## src/rtl/core/flia_pkg.sv

```systemverilog
`default_nettype none

package flia_pkg;

  localparam int unsigned ID_W   = 10;
  localparam int unsigned LINK_W = 11;
  localparam int unsigned CAP_W  = 11;

  localparam logic [CAP_W-1:0] CAP_RESET = 11'd1024;

  typedef enum logic [2:0] {
    ST_FAIL     = 3'd0,
    ST_REUSED   = 3'd1,
    ST_FRESH    = 3'd2,
    ST_RECYCLED = 3'd3,
    ST_REJECTED = 3'd4
  } status_t;

  typedef enum logic {
    FUNC_GET     = 1'b0,
    FUNC_RECYCLE = 1'b1
  } func_t;

  // controller to datapath
  typedef struct packed {
    logic clr;     // zero one store entry
    logic accept;  // latch request, read link of head
    logic commit;  // update head/store, load result register
  } dp_cmd_t;

  // datapath to controller
  typedef struct packed {
    logic clr_last;  // clearing pass on its final entry
    logic out_busy;  // result register full and not taken this cycle
  } dp_sts_t;

endpackage

`default_nettype wire

```

## src/rtl/core/flia_ctrl.sv

```systemverilog
`default_nettype none

module flia_ctrl (
  input  wire logic              clk,
  input  wire logic              rst_n,
  input  wire logic              in_valid,
  output logic                   in_ready,
  input  wire flia_pkg::dp_sts_t sts,
  output flia_pkg::dp_cmd_t      cmd
);

  typedef enum logic [1:0] {
    S_CLEAR,
    S_IDLE,
    S_EXEC
  } state_t;

  state_t state_r, state_nxt;
  logic   ready_r, ready_nxt;

  always_comb begin
    cmd        = '0;
    cmd.clr    = (state_r == S_CLEAR);
    cmd.accept = (state_r == S_IDLE) && in_valid && ready_r;
    cmd.commit = (state_r == S_EXEC) && !sts.out_busy;
  end

  always_comb begin
    state_nxt = state_r;
    case (state_r)
      S_CLEAR: begin
        if (sts.clr_last) state_nxt = S_IDLE;
      end
      S_IDLE: begin
        if (cmd.accept) state_nxt = S_EXEC;
      end
      S_EXEC: begin
        if (cmd.commit) state_nxt = S_IDLE;
      end
      default: state_nxt = S_CLEAR;
    endcase
    ready_nxt = (state_nxt == S_IDLE);
  end

  always_ff @(posedge clk) begin
    if (!rst_n) begin
      state_r <= S_CLEAR;
      ready_r <= 1'b0;
    end else begin
      state_r <= state_nxt;
      ready_r <= ready_nxt;
    end
  end

  assign in_ready = ready_r;

endmodule

`default_nettype wire

```

## config.mk

```make
export PLATFORM = sky130hd
export DESIGN_NAME = flia_ctrl
export DESIGN_NICKNAME = d
export VERILOG_FILES = /design/src/rtl/core/flia_pkg.sv /design/src/rtl/core/flia_ctrl.sv
export SDC_FILE = /design/constraint.sdc
export NUM_CORES = 1
export LEC_CHECK = 0
export ABC_AREA = 1
export ABC_CLOCK_PERIOD_IN_PS = 1300
export BUFFER_PORTS_ARGS = -buffer_cell sky130_fd_sc_hd__buf_2
export CORE_AREA = 3 3 40 42
export CTS_CLUSTER_SIZE = 8
export DETAILED_ROUTE_END_ITERATION = 8
export DIE_AREA = 0 0 43 45
export GPL_ROUTABILITY_DRIVEN = 0
export GPL_TIMING_DRIVEN = 0
export PLACE_DENSITY = 0.3
export SLEW_MARGIN = 5
export SYNTH_ARGS = -nofsm -noshare
export SYNTH_HDL_FRONTEND = slang
export SYNTH_SLANG_ARGS = --single-unit
```

## constraint.sdc

```tcl
create_clock -name clk -period 1.3 [get_ports clk]
set_input_delay 0.065 -clock clk [delete_from_list [all_inputs] [get_ports clk]]
set_output_delay 0.065 -clock clk [all_outputs]
set_load 0.005 [all_outputs]
```

==> reports/metrics.yaml <==
route:
  wl_per_cell_um: 7.234
  ant_nets: 0
  routed_via_density: 3.191
  route.detailed.drc: 0
  wl_um: 340
  route.vias.total: 150
  firstDrtPassIters: 2
  drt-initial-drc-count: 5
floorplanning:
  die_area_um2: 1935
  die_w_um: 43
  rows: 13
  core_area_um2: 1285
  die_h_um: 45
  io_pins: 9
  initial_core_util_pct: 10.71
sta:
  setup_viol: 0
  finClkSkew_ps: 1.553
  final.min_clock_period_ps: 987.3
  min_period_over_period_pct: 75.95
  relSlewSlack_pct: 89.86
  final_max_slew_viol_count: 0
  final_hold_viol_count: 0
  rsz0062_at_grt: "no"
  fin_tns_setup_ps: 0
  max_freq_mhz: 1013
  tightestPinTransition_ps: 152.0
setup_path:
  regToRegSetupSlack_ps: 450
  cp-end-kind: "output port"
  cpLargestDelayFamily: "flip-flops"
  crit_fanout: 4
  required_ps: 1240
  reg2reg_from: "state_r[0]$_SDFF_PN0_"
  cp_data_arrival_time_ps: 920
  cp.depth: 4
  path_class: "register to output port"
  critPathLaunchType: "register"
  cp_cell_sequence: "inv_1, nand3_1, inv_1, buf_2"
  worst_path_most_repeated_cell: "inv_1"
  worst_r2r_endpoint: "in_ready$_SDFF_PN0_"
  slowest_delay_ps: 380
  path_buf_inv: 3
  rr_worst_depth: 5
  cpMaxStageDelayCell: "dfxtp_1"
  crit_path_end: "cmd[0]"
  worstSetupStartpoint: "state_r[0]$_SDFF_PN0_"
logic_synthesis:
  yosysSeqAreaShare_pct: 43.64
  synth_nets: 25
  ys_ff_latch: 3
  synth_cell_type_count: 7
  syn-cell-area_um2: 137.6
  syn_area_per_cell_um2: 6.882
  synth_cells: 20
  synth_warnings: 0
clock_network:
  cts_setup_buffers: 0
  clock-sinks: 3
  cts_inserted_buffers: 3
  cts_tree: "yes"
  clock_latency_ps: 230
  clkSlewWorstSetupHoldPaths_ps: 30
  hold_buffers: 0
  postCtsResizedCells: 0
  h-tree-depth: 1
  root_buffer: "clkbuf_4"
  cts_max_path_buffers: 2
status:
  status: "complete, no violations"
placement:
  hpwl_um: 274.8
  portBuffers: 8
grt:
  grt_max_degree: 5
  grt_antenna_before_repair: 0
  grtUsageTotal_pct: 4.904
  grt_pass1_vias: 148
  grt_pass1_wl_um: 607
  grt-ovfl-total: 0
job:
  cap_violations: 0
min_path:
  hold_class: "input pin to register"
layout:
  area_growth_pct: 61.82
  fin_util_pct: 17.33
  n_antenna_cell: 0
  final_nets: 38
  drive_above_1_share_pct: 37.50
pwr:
  p_leak_nw: 0.1359
  power_density_nw_per_um2: 1338
  irDropWorstVdd_v: 0.0006248
worst min-delay path, delay by kind of cell:
family,cells,cell delay [ps]
simple gates,1,60
buf+inv,2,130
sequential cells by signal (all words and copies together), names as in the netlist:
name / flops
state_r: 2
in_ready: 1
synth_stat cells:
cell	n	share of area, %
nor2_2	1	4.5
nand4_1	1	4.5
nand2_1	3	8.2
nand3_1	4	15
inv_1	7	19
dfxtp_1	3	44
a21boi_0	1	5.5
routing by layer:
| layer | up-vias | global-route usage [%] | share of wire (%) |
|---|---|---|---|
| li1 | 86 | - | - |
| met1 | 53 | 5.516 | 61 |
| met2 | 9 | 4.491 | 21 |
| met3 | 2 | 5.976 | 15 |
| met4 | 0 | 3.614 | 2.1 |
| met5 | - | 0 | 0 |
how the worst min path moves through the flow:
stage / start / to / slack, ps / cells past startpoint
3_5_place_dp: rst_n / in_ready$_SDFF_PN0_ / 290 / 3
2_1_floorplan: rst_n / in_ready$_SDFF_PN0_ / 180 / 2
5_1_grt: rst_n / state_r[0]$_SDFF_PN0_ / 80 / 3
3_3_place_gp: rst_n / state_r[0]$_SDFF_PN0_ / 290 / 3
6_report: rst_n / state_r[0]$_SDFF_PN0_ / 60 / 3
4_1_cts: rst_n / state_r[0]$_SDFF_PN0_ / 50 / 3
metrics by stage:
stage	power [mW]	worst slack, ps	cell area [um2]	hold WS (ps)	cells
after floorplan	0.1228	533.1	137.6	181.1	20
after global placement	0.1401	459.7	196.4	288.6	43
after detailed placement	0.1407	450.5	196.4	292.2	43
after CTS	0.3089	303.9	222.7	53.10	47
after global routing	0.3263	230.8	222.7	75.26	47
final	0.2980	312.7	222.7	56.52	47
power breakdown:
group | internal, mW | switching, mW | leakage [nW]
registers | 0.0995 | 0.00654 | 0.0248
clock network | 0.115 | 0.0444 | 0.0150
logic | 0.0165 | 0.0162 | 0.0962
area by class of cell:
| type | count | area [um2] |
|---|---|---|
| fillers | 149 | 1062 |
| flip-flops and latches | 3 | 60.06 |
| multi-input cells | 10 | 51.30 |
| repair buffers | 8 | 40.04 |
| clock buffers | 4 | 26.28 |
| inverters | 7 | 26.28 |
| well taps | 15 | 18.77 |
cells in the final DEF, fill, tap and decap left out:
| cell | netlist | routed |
|---|---|---|
| a21boi_0 | 1 | 1 |
| nand4_1 | 1 | 1 |
| nor2_2 | 1 | 1 |
| buf_2 | 0 | 8 |
| dfxtp_1 | 3 | 3 |
| nand2_1 | 3 | 3 |
| clkbuf_1 | 0 | 1 |
| inv_1 | 7 | 7 |
| clkbuf_4 | 0 | 3 |
| nand3_1 | 4 | 4 |
kinds of logic after synthesis:
kind of cell    share of synthesized area, %
flops                                  43.64
buf+inv                                19.09
compound gates                         5.457
simple gates                           31.82
Power figures use the tool's default switching activity.
